`config.mk`:
```
export PLATFORM = sky130hd
export DESIGN_NAME = salc_ctrl
export DESIGN_NICKNAME = d
export VERILOG_FILES = /design/src/rtl/set_assoc_lru_cache_filter_defines.svh /design/src/rtl/salc_pkg.sv /design/src/rtl/salc_ctrl.sv
export SDC_FILE = /design/constraint.sdc
export NUM_CORES = 1
export LEC_CHECK = 0
export BUFFER_PORTS_ARGS = -buffer_cell sky130_fd_sc_hd__buf_4
export CAP_MARGIN = 15
export CORE_AREA = 2 2 39 41
export DETAILED_ROUTE_END_ITERATION = 12
export DIE_AREA = 0 0 41 43
export GPL_TIMING_DRIVEN = 0
export PLACE_DENSITY = 0.77
export SLEW_MARGIN = 20
export SYNTH_ARGS = -nofsm -noshare
export SYNTH_HDL_FRONTEND = slang
export SYNTH_SLANG_ARGS = --single-unit
```
`constraint.sdc`:
```
create_clock -name aclk -period 1.6 [get_ports aclk]
set_input_delay 0.32 -clock aclk [delete_from_list [all_inputs] [get_ports aclk]]
set_output_delay 0.32 -clock aclk [all_outputs]
set_load 0.01 [all_outputs]
```
`src/rtl/set_assoc_lru_cache_filter_defines.svh`:
```
// ----------------------------------------------------------------------------
// Assertion macros for the set-associative LRU cache filter
// Shorthand for clocked assertions on aclk, disabled while aresetn is low.
// ----------------------------------------------------------------------------
`ifndef SET_ASSOC_LRU_CACHE_FILTER_DEFINES_SVH
`define SET_ASSOC_LRU_CACHE_FILTER_DEFINES_SVH

// The consequent must hold in the same cycle as the antecedent.
`define SALC_ASSERT_SAME(label, ante, cons) \
    label: assert property (@(posedge aclk) disable iff (!aresetn) (ante) |-> (cons)) \
        else $error("salc assertion failed");

// The consequent must hold in the cycle after the antecedent.
`define SALC_ASSERT_NEXT(label, ante, cons) \
    label: assert property (@(posedge aclk) disable iff (!aresetn) (ante) |=> (cons)) \
        else $error("salc assertion failed");

`endif

```
`src/rtl/salc_pkg.sv`:
```
`default_nettype none
// ----------------------------------------------------------------------------
// salc_pkg
// Sizes, row formats, command and status types and index helpers shared by
// the controller, the datapath and the top level of the cache filter.
// ----------------------------------------------------------------------------
package salc_pkg;

    localparam int CORES  = 8;
    localparam int SETS   = 64;   // A power of two: the set is the low address bits.
    localparam int WAYS   = 8;

    localparam int ADDR_W = 64;
    localparam int IN_CORE_W = 3;
    localparam int CORE_W = (CORES > 1) ? $clog2(CORES) : 1;
    localparam int SET_W  = $clog2(SETS);
    localparam int TAG_W  = ADDR_W - SET_W;
    localparam int WAY_W  = $clog2(WAYS);
    localparam int RANK_W = $clog2(WAYS);
    localparam int ROWS   = CORES * SETS;
    localparam int ROW_W  = $clog2(ROWS);

    typedef logic [TAG_W-1:0]  tag_t;
    typedef logic [RANK_W-1:0] rank_t;
    typedef logic [WAY_W-1:0]  way_t;
    typedef logic [CORE_W-1:0] core_t;
    typedef logic [ROW_W-1:0]  row_t;

    typedef tag_t [WAYS-1:0] tag_row_t;

    typedef struct packed {
        logic [WAYS-1:0]  valid;
        rank_t [WAYS-1:0] rank;
    } set_state_t;

    typedef enum logic [1:0] {
        ST_CLEAR,
        ST_IDLE,
        ST_LOOKUP
    } salc_state_t;

    typedef struct packed {
        logic load;
        logic commit;
        logic clear_we;
        row_t clear_row;
    } salc_cmd_t;

    typedef struct packed {
        logic miss;
        logic out_busy;
    } salc_stat_t;

    function automatic core_t reduce_core(logic [IN_CORE_W-1:0] c);
        core_t r;
        r = '0;
        for (int i = 0; i < (1 << IN_CORE_W); i++) begin
            if (c == IN_CORE_W'(i)) begin
                r = CORE_W'(i % CORES);
            end
        end
        return r;
    endfunction

    function automatic row_t row_index(core_t c, logic [ADDR_W-1:0] addr);
        row_t base;
        base = ROW_W'(ROW_W'(c) * ROW_W'(SETS));
        return row_t'(base + ROW_W'(addr[SET_W-1:0]));
    endfunction

    function automatic set_state_t reset_state();
        set_state_t s;
        s.valid = '0;
        for (int i = 0; i < WAYS; i++) begin
            s.rank[i] = RANK_W'(i);
        end
        return s;
    endfunction

endpackage
`default_nettype wire

```
`src/rtl/salc_ctrl.sv`:
```
`default_nettype none
// ----------------------------------------------------------------------------
// salc_ctrl
// Controller: runs the clearing pass over the set state after reset, then
// alternates between taking a request and committing its lookup.
// ----------------------------------------------------------------------------
module salc_ctrl
    import salc_pkg::*;
(
    input  wire logic       aclk,
    input  wire logic       aresetn,
    input  wire logic       s_valid,
    output logic            s_ready,
    input  wire salc_stat_t stat,
    output salc_cmd_t       cmd
);

    salc_state_t state_reg, state_next;
    row_t        clear_cnt_reg, clear_cnt_next;

    always_ff @(posedge aclk) begin
        if (!aresetn) begin
            state_reg     <= ST_CLEAR;
            clear_cnt_reg <= '0;
        end else begin
            state_reg     <= state_next;
            clear_cnt_reg <= clear_cnt_next;
        end
    end

    always_comb begin
        state_next     = state_reg;
        clear_cnt_next = clear_cnt_reg;
        s_ready        = 1'b0;
        cmd            = '0;
        cmd.clear_row  = clear_cnt_reg;
        unique case (state_reg)
            ST_CLEAR: begin
                cmd.clear_we   = 1'b1;
                clear_cnt_next = row_t'(clear_cnt_reg + 1'b1);
                if (clear_cnt_reg == ROW_W'(ROWS - 1)) begin
                    state_next = ST_IDLE;
                end
            end
            ST_IDLE: begin
                s_ready  = 1'b1;
                cmd.load = s_valid;
                if (s_valid) begin
                    state_next = ST_LOOKUP;
                end
            end
            ST_LOOKUP: begin
                if (!(stat.miss && stat.out_busy)) begin
                    cmd.commit = 1'b1;
                    state_next = ST_IDLE;
                end
            end
            default: begin
                state_next = ST_CLEAR;
            end
        endcase
    end

endmodule
`default_nettype wire

```
==> results.ini, run 1 <==
[cells_and_area]
layout_common_cells = buf_4, dfxtp_1, nand2_1, a21oi_1, nor2_1
drive_gt1_frac = 0.333
fill_cells = 133
seq_area_um2 = 223
area_delta_synth_final_pct = 33.3
finalCoreUtilization = 0.511
diodes = 0
layout_commonest_cell = buf_4
fin_area_um2 = 707
multi_input_area_um2 = 280
largest_reg_flops = 9
nNetsFinal = 92

[routing]
drtAntennaViolNets = 0
first_iter_violations = 12
vias = 533
drt-wirelength-per-cell_um = 11.5
drt-total-wl_um = 1150
route.detailed.drc = 0
avgViaCountPerCell = 5.33
dr.pass1.iters = 4

[flow_run]
timing.max_cap.violations = 0

[worst_setup_path]
cp-end-kind = primary output
required_ps = 1280
critPathMaxFanout = 10
path_class = flop to primary output
r2r_slack_ps = 100
arrival_ps = 1220
worstSetupStartpointType = flop

[die]
die_h_um = 43
start_util = 0.383
ios = 18
die_w_um = 41
rows = 14
die-area_mm2 = 0.00176
fp.coreArea_mm2 = 0.00138

[synthesis]
synthesis.area_um2 = 531
syn-num-nets = 70
synth_top_cell_by_area = dfxtp_1
post_synth.cell_area_avg_um2 = 8.42
synth_cells = 63
yosys-top-cells-area = dfxtp_1, a21oi_1, o31ai_1, or4_1, nand2_1
synth_top_area_frac = 0.415
yosysSeqAreaShare = 0.415
ys_ff_latch = 11
yosysWarningCount = 0
yosysUniqueCellTypes = 23

[timing]
slew_viol_final = 0
hold-worst-slack_ps = 259
worst_pin_slew_ps = 286
rsz0062_at_grt = no
finalSetupTns_ps = 0
worst_slack_ps = 60.5
finalSetupViolCount = 0
fin_crit_sh = 0.962
hold_violations = 0
slew_headroom = 0.808
timing.fmax_mhz = 650
finClkSkew_ps = 4.74
period_needed_ps = 1540

[grt]
track_usage = 0.146
grt-ovfl-total = 0
antenna_found_initial = 0
grt_pass1_wl_um = 1750
grt_pass1_vias = 430
grt_max_degree = 11

[clock_tree]
holdBufCountCts = 0
clock_path_buffers = 2
clock_latency_ps = 280
path_clk_slew_ps = 70
cts_tree = built
cts_num_sinks = 11
htreeDepth = 1
cts-buffers-inserted = 3
root_buffer = clkbuf_4

[placement]
hpwl_um = 829
dpl_worst_slack_ps = 106
place_congestion = 0.695
io_buffer_count = 17
place_area_um2 = 678

[power_and_ir_drop]
ir_drop_mv = 0.370
p_per_area_mw_per_mm2 = 749
power.leakage_uw = 0.000294
pwr-share-seq = 0.544
pwr-share-comb = 0.078
power_switching_uw = 130
p_clk_frac = 0.378
p_sw_frac = 0.246
internal-power_uw = 400

[run_status]
status = complete, no violations

[hold_path]
hold_class = input pin to flop

-- worst max-delay path, cell delays in order, from the launching register on --
cell     delay [ps]
dfxtp_2         340
or2_4           260
buf_6           140
inv_2            80
buf_4           120
-- cell families (layout without fill, tap and decap cells) --
family / Yosys count / count (layout) / share of synthesized area
buf+inv: 6 / 27 / 0.0566
simple gates: 28 / 28 / 0.285
fa+ha+maj: 2 / 2 / 0.0472
compound gates: 14 / 14 / 0.163
xor+xnor: 2 / 2 / 0.0330
flops: 11 / 11 / 0.415
-- per-layer routing --
| metal | vias to the layer above | track usage | wire length, um |
|---|---|---|---|
| met1 | 248 | 0.182 | 505 |
| met5 | - | 0 | 0 |
| met3 | 3 | 0.0471 | 44 |
| met4 | 0 | 0.100 | 24 |
| met2 | 12 | 0.203 | 580 |
| li1 | 270 | - | - |
-- area by class of cell --
type,count,share of cell area
multi-input combinational,46,0.396
sequential,11,0.315
timing repair buffer,17,0.181
clock buffer,4,0.0372
tap,16,0.0283
inverter,5,0.0265
buffer,1,0.0159
-- synth_stat cells (all sizes together) --
cell,n
a21oi,7
a32oi,1
and2b,1
and3,1
buf,1
clkinv,1
dfxtp,11
ha,2
inv,4
nand2,7
nand3,4
nand4,1
nor2,5
nor3,1
nor3b,1
o21a,1
o21ai,1
o31ai,4
or2,2
or3,1
or4,4
xnor2,2
-- per-stage QoR --
step	cells	power, uW
CTS	100	533
floorplan	63	314
detailed placement	96	337
global route	100	553
finish	100	530
global placement	96	335
-- timing repair --
| item | in CTS | in global routing |
|---|---|---|
| gates resized for setup | 1 | 2 |
| setup endpoints to repair | 1 | 1 |
| gates cloned | 0 | 0 |
| setup buffers | 0 | 0 |
-- worst paths after layout --
check                           startpoint                       endpoint  cells past startpoint
min                                aresetn      state_reg[1]$_SDFFE_PN0P_                      2
max reg2reg  clear_cnt_reg[0]$_SDFFE_PN0P_      state_reg[0]$_SDFFE_PN0P_                      7
max              state_reg[0]$_SDFFE_PN0P_                         cmd[9]                      4
min reg2reg  clear_cnt_reg[8]$_SDFFE_PN0P_  clear_cnt_reg[8]$_SDFFE_PN0P_                      2
-- power by group through the flow --
stage / Clock [uW] / Combinational (uW) / Sequential, uW
after floorplan: 0 / 16.9 / 297
after global placement: 0 / 40.6 / 295
after detailed placement: 0 / 41.9 / 295
after CTS: 202 / 41.9 / 288
after global routing: 218 / 46.3 / 289
final: 200 / 41.4 / 288
Power figures use the tool's default switching activity.
==> run 2, diff against run 1 <==
- CTS_BUF_LIST: default -> sky130_fd_sc_hd__clkbuf_16
==> results.ini, run 2 (synthesis gave the netlist of run 1 again) <==
[routing]
drt-wirelength-per-cell_um = 12.4  ; +7.4%
vias = 535  ; +0.38%
drtAntennaViolNets = 0  ; unchanged
first_iter_violations = 38  ; +26
avgViaCountPerCell = 5.35  ; +0.38%
drt-total-wl_um = 1240  ; +7.4%
route.detailed.drc = 0  ; unchanged
dr.pass1.iters = 4  ; unchanged

[grt]
grt-ovfl-total = 0  ; unchanged
antenna_found_initial = 0  ; unchanged
grt_max_degree = 11  ; unchanged
track_usage = 0.158  ; +0.0124
grt_pass1_wl_um = 1930  ; +10%
grt_pass1_vias = 468  ; +8.8%

[cells_and_area]
largest_reg_flops = 9  ; unchanged
diodes = 0  ; unchanged
drive_gt1_frac = 0.321  ; -0.0119
area_delta_synth_final_pct = 43.2
nNetsFinal = 92  ; unchanged
layout_common_cells = buf_4, dfxtp_1, nand2_1, a21oi_1, nor2_1
layout_commonest_cell = buf_4
final_cell_count_no_fill = 100  ; unchanged

[worst_setup_path]
required_ps = 1720  ; +440 ps
rr_worst_depth = 7  ; unchanged
arrival_ps = 1630  ; +410 ps
rr_endpoint = state_reg[0]$_SDFFE_PN0P_
critPathMaxFanout = 4  ; -6
worstSetupStartpointType = flop
r2r_start = clear_cnt_reg[0]$_SDFFE_PN0P_
cp-end-kind = flop
path_class = flop to flop
r2r_slack_ps = 80  ; -20 ps

[hold_path]
hold_class = input pin to flop
min_to = state_reg[1]$_SDFFE_PN0P_
hold_depth = 2  ; unchanged
hp-start = aresetn

[die]
die-area_mm2 = 0.00176  ; unchanged
ios = 18  ; unchanged
fp.coreArea_mm2 = 0.00138  ; unchanged
die_h_um = 43  ; unchanged
rows = 14  ; unchanged
die_w_um = 41  ; unchanged
start_util = 0.383  ; unchanged

[timing]
slew_viol_final = 0  ; unchanged
worst_pin_slew_ps = 291  ; +4.24 ps
finalSetupTns_ps = 0  ; unchanged
period_needed_ps = 1520  ; -22.9 ps
finClkSkew_ps = 1.14  ; -3.60 ps
slew_headroom = 0.806  ; -0.00206
finalSetupViolCount = 0  ; unchanged
hold_violations = 0  ; unchanged
rsz0062_at_grt = no
timing.fmax_mhz = 659  ; +1.5%
fin_crit_sh = 0.948  ; -0.0143

[clock_tree]
holdBufCountCts = 0  ; unchanged
cts-buffers-inserted = 3  ; unchanged
cts_tree = built
htreeDepth = 1  ; unchanged
root_buffer = clkbuf_16
clock_latency_ps = 230  ; -50 ps
path_clk_slew_ps = 40  ; -30 ps
cts_num_sinks = 11  ; unchanged
clock_path_buffers = 2  ; unchanged
cts_setup_buffers = 0  ; unchanged
cts_resized = 0  ; -1

[placement]
place_congestion = 0.695  ; unchanged
hpwl_um = 829  ; unchanged
io_buffer_count = 17  ; unchanged
place_inst = 96  ; unchanged

[power_and_ir_drop]
power.leakage_uw = 0.000318  ; +8.2%
p_per_area_mw_per_mm2 = 1020  ; +36%
ir_drop_mv = 0.590  ; +60%

[run_status]
status = complete, no violations

[flow_run]
timing.max_cap.violations = 0  ; unchanged

[run 2: cell count changes in the layout (fill, tap and decap cells not counted)]
cell,delta
clkbuf_1,-1
clkbuf_16,+3
clkbuf_4,-3
dfxtp_1,+2
dfxtp_2,-2
ha_1,-1
ha_2,+1
inv_1,+1
[run 2: stage by stage]
| stage | power [uW] | instance area [um2] | setup slack [ps] | utilization | hold WS (ps) |
|---|---|---|---|---|---|
| after floorplan | 314 | 531 | 150 | - | 438 |
| after global placement | 335 | 678 | 110 | 0.490 | 475 |
| after detailed placement | 337 | 678 | 106 | 0.490 | 476 |
| after CTS | 778 | 757 | 22.0 | 0.547 | 307 |
| after global routing | 801 | 759 | 2.39 | 0.549 | 309 |
| final | 772 | 759 | 83.5 | 0.549 | 305 |
[run 2: where the power goes]
part,internal [uW],switching (uW)
sequential,282,8.39
combinational,23.0,19.2
clock,327,113
[run 2: cell type report]
cell class / count / area, um2
fill: 124 / 624
inverter: 5 / 18.8
multi-input combinational: 46 / 283
sequential: 11 / 220
clock inverter: 1 / 3.75
buffer: 1 / 11.3
timing repair buffer: 17 / 128
clock buffer: 3 / 75.1
tap: 16 / 20.0
[run 2: layer usage]
layer / track usage / part of all wire / vias up / wire (um)
met5: 0 / 0 / - / 0
met4: 0.0600 / 0.0089 / 0 / 11
met3: 0.0471 / 0.042 / 2 / 52
met2: 0.231 / 0.50 / 11 / 614
met1: 0.212 / 0.45 / 253 / 561
li1: - / - / 269 / -
[run 2: critical path: stages, from the launching register on]
cell,delay [ps]
dfxtp_1,340
ha_2,210
nand3_1,100
nor2_1,60
ha_1,180
or2_2,280
a32oi_1,190
nor2_1,50
[run 2: worst max path at each step]
| stage | start | endpoint | cells after the start |
|---|---|---|---|
| floorplan | clear_cnt_reg[0]$_SDFFE_PN0P_ | state_reg[0]$_SDFFE_PN0P_ | 7 |
| CTS | state_reg[1]$_SDFFE_PN0P_ | cmd[9] | 4 |
| global placement | clear_cnt_reg[0]$_SDFFE_PN0P_ | state_reg[0]$_SDFFE_PN0P_ | 7 |
| finish | clear_cnt_reg[0]$_SDFFE_PN0P_ | state_reg[0]$_SDFFE_PN0P_ | 7 |
| detailed placement | clear_cnt_reg[0]$_SDFFE_PN0P_ | state_reg[0]$_SDFFE_PN0P_ | 7 |
| global route | clear_cnt_reg[0]$_SDFFE_PN0P_ | state_reg[0]$_SDFFE_PN0P_ | 7 |
==> run 3, diff against run 2 <==
- ABC_CLOCK_PERIOD_IN_PS: default -> 1600
- CORE_AREA: 2 2 39 41 -> default
- CORE_MARGIN: default -> 1
- CORE_UTILIZATION: default -> 23
- CTS_BUF_LIST: sky130_fd_sc_hd__clkbuf_16 -> default
- DIE_AREA: 0 0 41 43 -> default
- PLACE_DENSITY: 0.77 -> 0.54
==> results.ini, run 3 (synthesis gave the netlist of run 1 again) <==
[run_status]
status = complete, no violations

[timing]
hold_violations = 0  ; unchanged
period_needed_ps = 1530  ; +12.2 ps
finalSetupViolCount = 0  ; unchanged
hold-worst-slack_ps = 264  ; -40.5 ps
slew_headroom = 0.816  ; +0.0105
finalSetupTns_ps = 0  ; unchanged
fin_crit_sh = 0.955  ; +0.00765
worst_pin_slew_ps = 274  ; -16.8 ps
timing.fmax_mhz = 654  ; -0.80%
slew_viol_final = 0  ; unchanged
rsz0062_at_grt = no
finClkSkew_ps = 2.45  ; +1.31 ps

[cells_and_area]
largest_reg_flops = 9  ; unchanged
layout_common_cells = buf_4, dfxtp_1, nand2_1, a21oi_1, nor2_1
diodes = 0  ; unchanged
fill_cells = 241  ; +94%
final_cell_count_no_fill = 112  ; +12%
area_delta_synth_final_pct = 36.1
finalCoreUtilization = 0.330  ; -0.219
nNetsFinal = 92  ; unchanged
drive_gt1_frac = 0.333  ; +0.0119
layout_commonest_cell = buf_4

[worst_setup_path]
rr_endpoint = state_reg[0]$_SDFFE_PN0P_
worstSetupStartpointType = flop
path_class = flop to primary output
required_ps = 1280  ; -440 ps
arrival_ps = 1210  ; -420 ps
r2r_start = clear_cnt_reg[0]$_SDFFE_PN0P_
critPathMaxFanout = 10  ; +6
r2r_slack_ps = 110  ; +30 ps
rr_worst_depth = 7  ; unchanged
cp-end-kind = primary output

[power_and_ir_drop]
internal-power_uw = 399  ; -37%
p_sw_frac = 0.231  ; +0.0491
p_clk_frac = 0.366  ; -0.203
power.leakage_uw = 0.000294  ; -7.6%
pwr-share-comb = 0.079  ; +0.024
ir_drop_mv = 0.465  ; -21%
pwr-share-seq = 0.556  ; +0.180
power.total_uw = 519  ; -33%
p_per_area_mw_per_mm2 = 719  ; -29%
power_switching_uw = 120  ; -15%

[clock_tree]
clock_path_buffers = 2  ; unchanged
htreeDepth = 1  ; unchanged
clock_latency_ps = 270  ; +40 ps
cts_tree = built
cts_setup_buffers = 0  ; unchanged
path_clk_slew_ps = 70  ; +30 ps
cts_resized = 1  ; +1
holdBufCountCts = 0  ; unchanged
root_buffer = clkbuf_4
cts_num_sinks = 11  ; unchanged
cts-buffers-inserted = 3  ; unchanged

[hold_path]
hold_class = input pin to flop
hold_depth = 2  ; unchanged
hp-start = aresetn
min_to = state_reg[1]$_SDFFE_PN0P_

[die]
die_w_um = 50.0  ; +22%
start_util = 0.242  ; -0.141
rows = 17  ; +3
ios = 18  ; unchanged
fp.coreArea_mm2 = 0.00219  ; +58%
die_h_um = 50.0  ; +16%
die-area_mm2 = 0.00250  ; +42%

[placement]
hpwl_um = 889  ; +7.3%
place_inst = 108  ; +13%
place_congestion = 0.714  ; +2.7%
io_buffer_count = 17  ; unchanged

[routing]
drt-total-wl_um = 1150  ; -6.9%
first_iter_violations = 5  ; -87%
avgViaCountPerCell = 4.71  ; -12%
dr.pass1.iters = 4  ; unchanged
drt-wirelength-per-cell_um = 10.3  ; -17%
route.detailed.drc = 0  ; unchanged
vias = 527  ; -1.5%
drtAntennaViolNets = 0  ; unchanged

[grt]
grt_pass1_wl_um = 1810  ; -5.8%
grt_pass1_vias = 441  ; -5.8%
antenna_found_initial = 0  ; unchanged
track_usage = 0.101  ; -0.0578
grt_max_degree = 11  ; unchanged
grt-ovfl-total = 0  ; unchanged

[flow_run]
timing.max_cap.violations = 0  ; unchanged

==> run 3: cell types whose count changed in the layout (fill, tap and decap cells not counted), sizes merged <==
cell    before  now
clkbuf       3    4
inv          5    4
==> run 3: how the worst max path moves through the flow <==
| stage | startpoint | to | slack [ps] | cells past startpoint |
|---|---|---|---|---|
| final | state_reg[0]$_SDFFE_PN0P_ | cmd[9] | 70 | 4 |
| after global routing | state_reg[0]$_SDFFE_PN0P_ | cmd[9] | 1 | 4 |
| after CTS | state_reg[1]$_SDFFE_PN0P_ | cmd[9] | 40 | 4 |
| after detailed placement | clear_cnt_reg[0]$_SDFFE_PN0P_ | state_reg[0]$_SDFFE_PN0P_ | 110 | 7 |
| after global placement | clear_cnt_reg[0]$_SDFFE_PN0P_ | state_reg[0]$_SDFFE_PN0P_ | 90 | 7 |
| after floorplan | clear_cnt_reg[0]$_SDFFE_PN0P_ | state_reg[0]$_SDFFE_PN0P_ | 150 | 7 |
==> run 3: per-stage QoR <==
stage	setup WS, ps	cell area (um2)
after floorplan	150	531
after global placement	91.7	693
after detailed placement	106	693
after CTS	39.0	719
after global routing	1.11	722
final	71.2	722
==> run 3: area by class of cell <==
type / count / area (um2) / area share
Multi-Input combinational cell: 46 / 280 / 0.388
Sequential cell: 11 / 223 / 0.308
Timing Repair Buffer: 17 / 128 / 0.177
Tap cell: 28 / 35.0 / 0.0485
Clock buffer: 4 / 26.3 / 0.0364
Inverter: 5 / 18.8 / 0.0260
Buffer: 1 / 11.3 / 0.0156
==> run 3: layer usage <==
metal / vias to the layer above / GRT usage / routed length [um] / part of all wire
li1: 270 / - / - / -
met1: 243 / 0.101 / 503 / 0.44
met2: 12 / 0.162 / 556 / 0.48
met3: 2 / 0.0648 / 82 / 0.071
met4: 0 / 0.0429 / 10 / 0.0087
met5: - / 0 / 0 / 0
==> run 3: power groups by stage <==
stage | sequential (uW) | clock (uW) | combinational [uW]
floorplan | 297 | 0 | 16.9
CTS | 289 | 199 | 41.9
global placement | 295 | 0 | 41.5
finish | 288 | 190 | 40.9
detailed placement | 295 | 0 | 41.8
global route | 290 | 213 | 44.8
==> run 3: critical path, stage by stage (launching register included) <==
cell and delay [ps]:
dfxtp_2 340, or2_4 260, buf_6 140, inv_2 80, buf_4 120
